[src/design/assert_macros.svh]
// Assertion macros shared by the SHA-1 digest unit RTL.
// Properties are sampled on aclk and disabled while aresetn is low.
// Nothing here is visible to synthesis.
`ifndef ASSERT_MACROS_SVH
`define ASSERT_MACROS_SVH

`ifndef SYNTHESIS
`define SHA1MD_ASSERT_PROP(label, prop) \
    label: assert property (@(posedge aclk) disable iff (!aresetn) prop) \
        else $error("SHA-1 digest unit assertion failed");
`define SHA1MD_ASSERT_NEVER(label, expr) \
    `SHA1MD_ASSERT_PROP(label, !(expr))
`else
`define SHA1MD_ASSERT_PROP(label, prop)
`define SHA1MD_ASSERT_NEVER(label, expr)
`endif

`endif

[src/design/sha1md_pkg.sv]
// Shared types and constants of the SHA-1 digest unit.
// Used by the controller, the datapath and the top level; depends on nothing.
package sha1md_pkg;

    typedef logic [31:0] word_t;

    localparam word_t K_CH     = 32'h5a827999;
    localparam word_t K_PAR_LO = 32'h6ed9eba1;
    localparam word_t K_MAJ    = 32'h8f1bbcdc;
    localparam word_t K_PAR_HI = 32'hca62c1d6;

    localparam word_t H0 = 32'h67452301;
    localparam word_t H1 = 32'hefcdab89;
    localparam word_t H2 = 32'h98badcfe;
    localparam word_t H3 = 32'h10325476;
    localparam word_t H4 = 32'hc3d2e1f0;

    localparam logic [7:0] PAD_MARK        = 8'h80;
    localparam logic [5:0] BLOCK_LAST_POS  = 6'd63;
    localparam logic [5:0] LEN_PREV_POS    = 6'd55;
    localparam logic [2:0] LAST_WORD_INDEX = 3'd4;

    typedef enum logic [1:0] {
        SEL_INPUT,
        SEL_MARK,
        SEL_ZERO,
        SEL_LENGTH
    } byte_sel_t;

    typedef enum logic [1:0] {
        PH_CH,
        PH_PAR_LO,
        PH_MAJ,
        PH_PAR_HI
    } round_phase_t;

    typedef struct packed {
        logic         byte_we;
        byte_sel_t    byte_sel;
        logic         len_inc;
        logic         load_work;
        logic         round_en;
        round_phase_t phase;
        logic         fold;
        logic         msg_clear;
        logic [2:0]   out_index;
    } cmd_t;

    typedef struct packed {
        logic [5:0] fill_pos;
    } status_t;

    function automatic word_t init_chain_word(input logic [2:0] idx);
        word_t w;
        unique case (idx)
            3'd0:    w = H0;
            3'd1:    w = H1;
            3'd2:    w = H2;
            3'd3:    w = H3;
            3'd4:    w = H4;
            default: w = '0;
        endcase
        return w;
    endfunction

endpackage

[src/design/sha1md_datapath.sv]
// Datapath of the SHA-1 digest unit: block buffer used as the message
// schedule window, round registers, chaining value and message length.
// Depends on sha1md_pkg; driven by commands from sha1md_ctrl.
module sha1md_datapath (
    input  logic                aclk,
    input  logic                aresetn,
    input  logic [7:0]          in_byte,
    input  sha1md_pkg::cmd_t    cmd,
    output sha1md_pkg::status_t status,
    output sha1md_pkg::word_t   digest_word
);
    import sha1md_pkg::*;

    word_t       block_reg [16];
    word_t       chain_reg [5];
    word_t       a_reg, b_reg, c_reg, d_reg, e_reg;
    logic [63:0] bit_length_reg;
    logic [5:0]  fill_pos_reg;

    logic [7:0] wr_byte;
    logic [7:0] len_byte;
    word_t      sched_mix;
    word_t      sched_next;
    word_t      f_val;
    word_t      k_val;
    word_t      t_val;

    assign len_byte = bit_length_reg[{~fill_pos_reg[2:0], 3'b000} +: 8];

    always_comb begin
        unique case (cmd.byte_sel)
            SEL_INPUT:  wr_byte = in_byte;
            SEL_MARK:   wr_byte = PAD_MARK;
            SEL_ZERO:   wr_byte = '0;
            SEL_LENGTH: wr_byte = len_byte;
        endcase
    end

    assign sched_mix  = block_reg[13] ^ block_reg[8] ^ block_reg[2] ^ block_reg[0];
    assign sched_next = {sched_mix[30:0], sched_mix[31]};

    always_comb begin
        unique case (cmd.phase)
            PH_CH: begin
                f_val = d_reg ^ (b_reg & (c_reg ^ d_reg));
                k_val = K_CH;
            end
            PH_PAR_LO: begin
                f_val = b_reg ^ c_reg ^ d_reg;
                k_val = K_PAR_LO;
            end
            PH_MAJ: begin
                f_val = (b_reg & c_reg) | (d_reg & (b_reg | c_reg));
                k_val = K_MAJ;
            end
            PH_PAR_HI: begin
                f_val = b_reg ^ c_reg ^ d_reg;
                k_val = K_PAR_HI;
            end
        endcase
    end

    assign t_val = {a_reg[26:0], a_reg[31:27]} + f_val + e_reg + block_reg[0] + k_val;

    always_ff @(posedge aclk) begin
        if (cmd.byte_we) begin
            block_reg[fill_pos_reg[5:2]][{~fill_pos_reg[1:0], 3'b000} +: 8] <= wr_byte;
        end else if (cmd.round_en) begin
            for (int i = 0; i < 15; i++) begin
                block_reg[i] <= block_reg[i + 1];
            end
            block_reg[15] <= sched_next;
        end
    end

    always_ff @(posedge aclk) begin
        if (cmd.load_work) begin
            a_reg <= chain_reg[0];
            b_reg <= chain_reg[1];
            c_reg <= chain_reg[2];
            d_reg <= chain_reg[3];
            e_reg <= chain_reg[4];
        end else if (cmd.round_en) begin
            e_reg <= d_reg;
            d_reg <= c_reg;
            c_reg <= {b_reg[1:0], b_reg[31:2]};
            b_reg <= a_reg;
            a_reg <= t_val;
        end
    end

    always_ff @(posedge aclk) begin
        if (!aresetn || cmd.msg_clear) begin
            for (int i = 0; i < 5; i++) begin
                chain_reg[i] <= init_chain_word(3'(i));
            end
            bit_length_reg <= '0;
            fill_pos_reg   <= '0;
        end else begin
            if (cmd.fold) begin
                chain_reg[0] <= chain_reg[0] + a_reg;
                chain_reg[1] <= chain_reg[1] + b_reg;
                chain_reg[2] <= chain_reg[2] + c_reg;
                chain_reg[3] <= chain_reg[3] + d_reg;
                chain_reg[4] <= chain_reg[4] + e_reg;
            end
            if (cmd.len_inc) begin
                bit_length_reg <= bit_length_reg + 64'd8;
            end
            if (cmd.byte_we) begin
                fill_pos_reg <= fill_pos_reg + 6'd1;
            end
        end
    end

    always_comb begin
        unique case (cmd.out_index)
            3'd0:    digest_word = chain_reg[0];
            3'd1:    digest_word = chain_reg[1];
            3'd2:    digest_word = chain_reg[2];
            3'd3:    digest_word = chain_reg[3];
            3'd4:    digest_word = chain_reg[4];
            default: digest_word = '0;
        endcase
    end

    assign status.fill_pos = fill_pos_reg;

endmodule

[src/design/sha1md_ctrl.sv]
// Controller of the SHA-1 digest unit: request handshakes, padding
// sequence, round counting and digest readout.
// Depends on sha1md_pkg and assert_macros.svh; commands sha1md_datapath.
`include "assert_macros.svh"

module sha1md_ctrl (
    input  logic                aclk,
    input  logic                aresetn,
    input  logic                s_tvalid,
    output logic                s_tready,
    input  logic                s_tuser,
    input  logic                s_tlast,
    output logic                m_tvalid,
    input  logic                m_tready,
    output logic [2:0]          m_tuser,
    output logic                m_tlast,
    output sha1md_pkg::cmd_t    cmd,
    input  sha1md_pkg::status_t status
);
    import sha1md_pkg::*;

    localparam logic [6:0] LAST_ROUND    = 7'd79;
    localparam logic [6:0] PAR_LO_START  = 7'd20;
    localparam logic [6:0] MAJ_START     = 7'd40;
    localparam logic [6:0] PAR_HI_START  = 7'd60;

    typedef enum logic [4:0] {
        S_IDLE  = 5'b00001,
        S_PAD   = 5'b00010,
        S_ROUND = 5'b00100,
        S_FOLD  = 5'b01000,
        S_OUT   = 5'b10000
    } state_t;

    typedef enum logic [3:0] {
        P_MARK = 4'b0001,
        P_ZERO = 4'b0010,
        P_LEN  = 4'b0100,
        P_DONE = 4'b1000
    } pad_stage_t;

    state_t     state_reg, state_next;
    pad_stage_t stage_reg, stage_next;
    logic       end_reg, end_next;
    logic [6:0] round_reg, round_next;
    logic [2:0] index_reg, index_next;

    logic in_acc;
    logic out_acc;
    logic block_end;

    assign s_tready  = (state_reg == S_IDLE);
    assign m_tvalid  = (state_reg == S_OUT);
    assign m_tuser   = index_reg;
    assign m_tlast   = (index_reg == LAST_WORD_INDEX);
    assign in_acc    = s_tvalid && s_tready;
    assign out_acc   = m_tvalid && m_tready;
    assign block_end = (status.fill_pos == BLOCK_LAST_POS);

    always_comb begin
        state_next = state_reg;
        stage_next = stage_reg;
        end_next   = end_reg;
        round_next = round_reg;
        index_next = index_reg;

        cmd           = '0;
        cmd.byte_sel  = SEL_INPUT;
        cmd.phase     = PH_CH;
        cmd.out_index = index_reg;

        unique case (state_reg)
            S_IDLE: begin
                if (in_acc) begin
                    if (s_tuser) begin
                        cmd.byte_we = 1'b1;
                        cmd.len_inc = 1'b1;
                    end
                    if (s_tlast) begin
                        end_next   = 1'b1;
                        stage_next = P_MARK;
                    end
                    if (s_tuser && block_end) begin
                        cmd.load_work = 1'b1;
                        round_next    = '0;
                        state_next    = S_ROUND;
                    end else if (s_tlast) begin
                        state_next = S_PAD;
                    end
                end
            end
            S_PAD: begin
                cmd.byte_we = 1'b1;
                unique case (stage_reg)
                    P_MARK:  cmd.byte_sel = SEL_MARK;
                    P_LEN:   cmd.byte_sel = SEL_LENGTH;
                    default: cmd.byte_sel = SEL_ZERO;
                endcase
                if (stage_reg == P_LEN) begin
                    if (block_end) begin
                        stage_next = P_DONE;
                    end
                end else if (status.fill_pos == LEN_PREV_POS) begin
                    stage_next = P_LEN;
                end else begin
                    stage_next = P_ZERO;
                end
                if (block_end) begin
                    cmd.load_work = 1'b1;
                    round_next    = '0;
                    state_next    = S_ROUND;
                end
            end
            S_ROUND: begin
                cmd.round_en = 1'b1;
                priority if (round_reg < PAR_LO_START) begin
                    cmd.phase = PH_CH;
                end else if (round_reg < MAJ_START) begin
                    cmd.phase = PH_PAR_LO;
                end else if (round_reg < PAR_HI_START) begin
                    cmd.phase = PH_MAJ;
                end else begin
                    cmd.phase = PH_PAR_HI;
                end
                round_next = round_reg + 7'd1;
                if (round_reg == LAST_ROUND) begin
                    state_next = S_FOLD;
                end
            end
            S_FOLD: begin
                cmd.fold = 1'b1;
                if (!end_reg) begin
                    state_next = S_IDLE;
                end else if (stage_reg == P_DONE) begin
                    index_next = '0;
                    state_next = S_OUT;
                end else begin
                    state_next = S_PAD;
                end
            end
            S_OUT: begin
                if (out_acc) begin
                    if (index_reg == LAST_WORD_INDEX) begin
                        cmd.msg_clear = 1'b1;
                        end_next      = 1'b0;
                        stage_next    = P_MARK;
                        index_next    = '0;
                        state_next    = S_IDLE;
                    end else begin
                        index_next = index_reg + 3'd1;
                    end
                end
            end
            default: begin
                state_next = S_IDLE;
            end
        endcase
    end

    always_ff @(posedge aclk) begin
        if (!aresetn) begin
            state_reg <= S_IDLE;
            stage_reg <= P_MARK;
            end_reg   <= 1'b0;
            round_reg <= '0;
            index_reg <= '0;
        end else begin
            state_reg <= state_next;
            stage_reg <= stage_next;
            end_reg   <= end_next;
            round_reg <= round_next;
            index_reg <= index_next;
        end
    end

    `SHA1MD_ASSERT_NEVER(a_ready_excludes_output, s_tready && m_tvalid)
    `SHA1MD_ASSERT_NEVER(a_no_write_during_round, cmd.byte_we && cmd.round_en)
    `SHA1MD_ASSERT_PROP(a_round_count_ends, (state_reg == S_ROUND && round_reg == LAST_ROUND) |=> state_reg == S_FOLD)
    `SHA1MD_ASSERT_PROP(a_digest_block_aligned, (state_reg == S_FOLD && state_next == S_OUT) |-> status.fill_pos == '0)

endmodule

[src/design/sha1_message_digest_unit.sv]
// SHA-1 message digest unit, top level. Takes message bytes on a stream
// input, one byte per request, and returns the five digest words of each
// message on a stream output. A byte is taken whenever the unit is
// ready; every 64th byte starts the compression, which runs one round
// per cycle through a single round unit. The request with tlast closes
// the message: padding bytes are written one per cycle, the last one or
// two blocks are compressed, and the digest words follow most
// significant first, word 0 to word 4, with tlast on word 4. Input is
// held off during each compression, and from the request with tlast
// until the fifth word has been taken.
// Depends on sha1md_pkg, sha1md_ctrl and sha1md_datapath.
module sha1_message_digest_unit (
    input  logic        aclk,
    input  logic        aresetn,
    input  logic        s_tvalid,
    output logic        s_tready,
    input  logic [7:0]  s_tdata,   // [7:0] data_byte
    input  logic        s_tuser,   // [0] byte_valid
    input  logic        s_tlast,
    output logic        m_tvalid,
    input  logic        m_tready,
    output logic [31:0] m_tdata,   // [31:0] digest_word
    output logic [2:0]  m_tuser,   // [2:0] word_index
    output logic        m_tlast
);
    import sha1md_pkg::*;

    cmd_t    cmd;
    status_t status;

    sha1md_ctrl u_ctrl (
        .aclk     (aclk),
        .aresetn  (aresetn),
        .s_tvalid (s_tvalid),
        .s_tready (s_tready),
        .s_tuser  (s_tuser),
        .s_tlast  (s_tlast),
        .m_tvalid (m_tvalid),
        .m_tready (m_tready),
        .m_tuser  (m_tuser),
        .m_tlast  (m_tlast),
        .cmd      (cmd),
        .status   (status)
    );

    sha1md_datapath u_datapath (
        .aclk        (aclk),
        .aresetn     (aresetn),
        .in_byte     (s_tdata),
        .cmd         (cmd),
        .status      (status),
        .digest_word (m_tdata)
    );

endmodule
[config.mk]
export PLATFORM = sky130hd
export DESIGN_NAME = sha1_message_digest_unit
export DESIGN_NICKNAME = d
export VERILOG_FILES = /design/src/design/sha1md_pkg.sv /design/src/design/sha1md_datapath.sv /design/src/design/sha1md_ctrl.sv /design/src/design/sha1_message_digest_unit.sv
export VERILOG_INCLUDE_DIRS = /design/src /design/src/design
export SDC_FILE = /design/constraint.sdc
export NUM_CORES = 2
export LEC_CHECK = 0
export ABC_CLOCK_PERIOD_IN_PS = 8530
export BUFFER_PORTS_ARGS = -buffer_cell sky130_fd_sc_hd__buf_2
export CAP_MARGIN = 5
export CELL_PAD_IN_SITES_DETAIL_PLACEMENT = 2
export CELL_PAD_IN_SITES_GLOBAL_PLACEMENT = 2
export CORE_MARGIN = 2
export CORE_UTILIZATION = 44
export CTS_CLUSTER_DIAMETER = 80
export DETAILED_ROUTE_END_ITERATION = 8
export GPL_TIMING_DRIVEN = 0
export PLACE_DENSITY = 0.9
export SLEW_MARGIN = 15
export SYNTH_ARGS = -nofsm -noshare
export SYNTH_HDL_FRONTEND = slang
export SYNTH_SLANG_ARGS = --single-unit
[constraint.sdc]
create_clock -name aclk -period 8.53 [get_ports aclk]
set_input_delay 0.853 -clock aclk [delete_from_list [all_inputs] [get_ports aclk]]
set_output_delay 0.853 -clock aclk [all_outputs]
set_load 0.02 [all_outputs]
==> reports/qor.tcl <==
set qor(outcome) {finished with violations}
set qor(failing_checks) {negative setup slack}
set qor(drt_pass1_iterations) 8
set qor(yosys_warnings) 0
set qor(grt_start_max_net_pins) 47
set qor(starting_density_of_the_core) 0.4451
set qor(drt_drc_violations_left) 0
set qor(yosys.cell_types.count) 86
set qor(fin_area_um2) 59330
set qor(dominantRegCellSynth) {sky130_fd_sc_hd__edfxtp_1}
set qor(setup_viol_count_final) 2
set qor(gp_congestion) 0.9707
set qor(mostFrequentLayoutCells) {sky130_fd_sc_hd__edfxtp_1 (832), sky130_fd_sc_hd__nand2_1 (569), sky130_fd_sc_hd__a21o_1 (545), sky130_fd_sc_hd__inv_1 (317), sky130_fd_sc_hd__nor2_1 (317)}
set qor(final_min_period_over_clock_period) 1.008
set qor(cts.clk_slew.worst_paths_ns) 0.07
set qor(synth.yosys.seq_area_share) 0.5071
set qor(worstSetupEndpointType) {register}
set qor(critPathMaxFanout) 19
set qor(grt_usage) 0.4148
set qor(detailroute.via_count) 45892
set qor(avgViaCountPerCell) 6.774
set qor(drive_gt1_frac) 0.07609
set qor(required_ns) 9.12
set qor(synth_top_cells_by_area) {sky130_fd_sc_hd__edfxtp_1 (47%), sky130_fd_sc_hd__a21o_1 (7.8%), sky130_fd_sc_hd__ha_1 (6.5%)}
set qor(largest_reg_flops) 512
set qor(tns_ns) -0.1165
set qor(root_buffer) {sky130_fd_sc_hd__clkbuf_16}
set qor(netlist_instances) 4876
set qor(layout_commonest_cell) {sky130_fd_sc_hd__edfxtp_1}
set qor(met2_usage) 0.6922
set qor(die_footprint_um2) 122600
set qor(cts_htree_levels) 3
set qor(tritoncts) {done}
set qor(fraction_of_met3_tracks_used_by_global_routing) 0.08652
set qor(max-cap-violations) 0
set qor(cp.arrival_ns) 9.19
set qor(row_count) 126
set qor(placement.cell_area_um2) 55450
set qor(post-layout-total-power_w) 0.01211
set qor(hp-class) {in2reg}
set qor(worst_slack_ns) -0.06485
set qor(grt_overflow_total) 0
set qor(coreArea_um2) 118400
set qor(share_of_flip_flops_with_an_asynchronous_set_or_reset_after_synthesis) 0
set qor(top_usage_layer) {met2}
set qor(worst-setup-path-type) {reg2reg}
set qor(finalMaxSlewViolations) 0
set qor(antenna_found_initial) 13
set qor(gr_layer_usage_met1) 0.4545
set qor(clk_path_buf_depth) 3
set qor(design.portCount) 52
set qor(die-width_um) 350.1
set qor(numClockSinks) 919
set qor(io_buffer_count) 51
set qor(antenna_left) 0
set qor(grt_pass1_wl_um) 365600
set qor(achievable-frequency_mhz) 116.3
set qor(via_count_of_the_first_global_routing_pass) 49597
set qor(filler_cell_count) 11682
set qor(clk_latency_ns) 0.77
set qor(drt_wl_total_um) 260200
set qor(synth-edff-count) 832
set qor(yosys_register_bits) 919
set qor(syn-cell-area_um2) 52700
set qor(avgRoutedWirePerCell_um) 38.41
set qor(final_nets) 5458
set qor(final_cell_count_no_fill) 6775
set qor(pin_slew_with_the_least_headroom_to_its_limit_ns) 1.308
set qor(placedCellCount) 6563
set qor(post_place_setup_slack_ns) -2.856
set qor(detailed_place_hpwl_um) 171200
set qor(vdd_drop_max_mv) 0.2012
set qor(yosys.area.top_type) {sky130_fd_sc_hd__edfxtp_1}
set qor(synth_top_area_share) 0.4741
set qor(syn-mean-instance-area_um2) 10.81
set qor(power_density_nw_per_um2) 204.1
set qor(maxSlewHeadroom) 0.1277
set qor(leakagePower_nw) 25.35
set qor(hold_violations) 0
set qor(synth_fp_nets) 5254
set qor(die_height_um) 350.1
set qor(drtIter0Drc) 5554
set qor(worst_setup_path_start_kind) {register}
set qor(layout-area-overhead-vs-synth_pct) 12.58
set qor(min_period_ns) 8.595
set qor(worst_clock_skew_ns) 0.06623
set qor(tritoncts.num_buffers) 104
per-layer routing:
layer / part of all wire / vias to the layer above
met4: 0.10 / 4
met2: 0.47 / 3126
met3: 0.081 / 1285
li1: - / 17988
met1: 0.34 / 23489
met5: 0.000085 / -
per-stage QoR:
stage               hold slack, ns  utilization
CTS                         0.3635       0.4999
floorplan                   0.4573            -
global route                0.4077       0.5009
detailed placement          0.5040       0.4683
finish                      0.4006       0.5011
global placement            0.4732       0.4642
repair_timing:
item                       CTS  global route
setup endpoints to repair   31            14
hold buffers                 0             0
buffers inserted             2             2
resized for setup           48            11
pin swaps                    1             2
cell usage after synthesis, drive strengths merged (29+ instances only):
cell,count
edfxtp,832
nand2,570
a21o,545
nor2,322
inv,318
o21ai,281
ha,273
xnor2,214
a21oi,187
clkbuf,175
nand3,112
xor2,98
fa,91
dfxtp,87
a22oi,56
buf,56
mux2i,55
o31ai,48
nor3,44
o21a,42
nor2b,37
and3,34
o22ai,34
nand4,29
report_power, final:
| group | internal, W | switching (W) |
|---|---|---|
| Sequential | 0.00510 | 0.000109 |
| Clock | 0.00279 | 0.00227 |
| Combinational | 0.000626 | 0.00121 |
kinds of logic after synthesis:
logic type / Yosys count / share of synthesized area
AND/OR/NAND/NOR: 1289 / 0.1094
AO/OA/AOI/OAI: 1373 / 0.1759
flip-flops: 919 / 0.5071
XOR/XNOR: 312 / 0.05185
adder cells (fa/ha/maj): 365 / 0.09958
multiplexers: 68 / 0.01600
buffers and inverters: 550 / 0.04015
worst max-delay path: stages (launching register included):
cell,delay (ns)
sky130_fd_sc_hd__dfxtp_1,0.36
sky130_fd_sc_hd__nor2_4,0.25
sky130_fd_sc_hd__nand4bb_1,0.24
sky130_fd_sc_hd__clkbuf_2,0.30
sky130_fd_sc_hd__clkbuf_2,0.50
sky130_fd_sc_hd__a21oi_1,0.63
sky130_fd_sc_hd__ha_1,0.71
sky130_fd_sc_hd__o21bai_2,0.41
sky130_fd_sc_hd__xor2_1,0.27
sky130_fd_sc_hd__ha_1,0.24
sky130_fd_sc_hd__o21bai_1,0.18
sky130_fd_sc_hd__fa_1,0.60
sky130_fd_sc_hd__inv_1,0.11
sky130_fd_sc_hd__fa_1,0.52
sky130_fd_sc_hd__inv_1,0.05
sky130_fd_sc_hd__ha_1,0.34
sky130_fd_sc_hd__nand2b_1,0.14
sky130_fd_sc_hd__a31oi_2,0.16
sky130_fd_sc_hd__o41a_1,0.51
sky130_fd_sc_hd__o211ai_1,0.51
sky130_fd_sc_hd__buf_4,0.22
sky130_fd_sc_hd__a21oi_2,0.10
sky130_fd_sc_hd__o211ai_1,0.30
sky130_fd_sc_hd__a21boi_0,0.18
sky130_fd_sc_hd__or3_1,0.36
sky130_fd_sc_hd__a31oi_1,0.19
worst paths after layout:
kind	start	to	slack, ns	cells past startpoint
worst max-delay path	u_ctrl.state_reg[4]$_SDFFE_PN0P_	u_datapath.a_reg[31]$_DFFE_PP_	-0.06	25
worst min-delay path	aresetn	u_ctrl.state_reg[0]$_SDFFE_PN1P_	0.40	2
worst max register to register	u_ctrl.state_reg[4]$_SDFFE_PN0P_	u_datapath.a_reg[31]$_DFFE_PP_	-0.06	25
worst min register to register	u_datapath.block_reg[7][25]$_DFFE_PP_	u_datapath.block_reg[6][25]$_DFFE_PP_	0.52	1
layout make-up:
| class | instances | area, um^2 | area share |
|---|---|---|---|
| flip-flops and latches | 919 | 26730 | 0.4505 |
| multi-input cells | 3407 | 24040 | 0.4052 |
| clock buffers | 127 | 2740 | 0.04619 |
| well taps | 1600 | 2002 | 0.03374 |
| inverters | 319 | 1197 | 0.02018 |
| plain buffers | 228 | 970.9 | 0.01637 |
| clock inverters | 64 | 837.1 | 0.01411 |
| repair buffers | 101 | 789.5 | 0.01331 |
| diodes | 10 | 25.02 | 0.0004218 |
(Power assumes the default switching activity.)
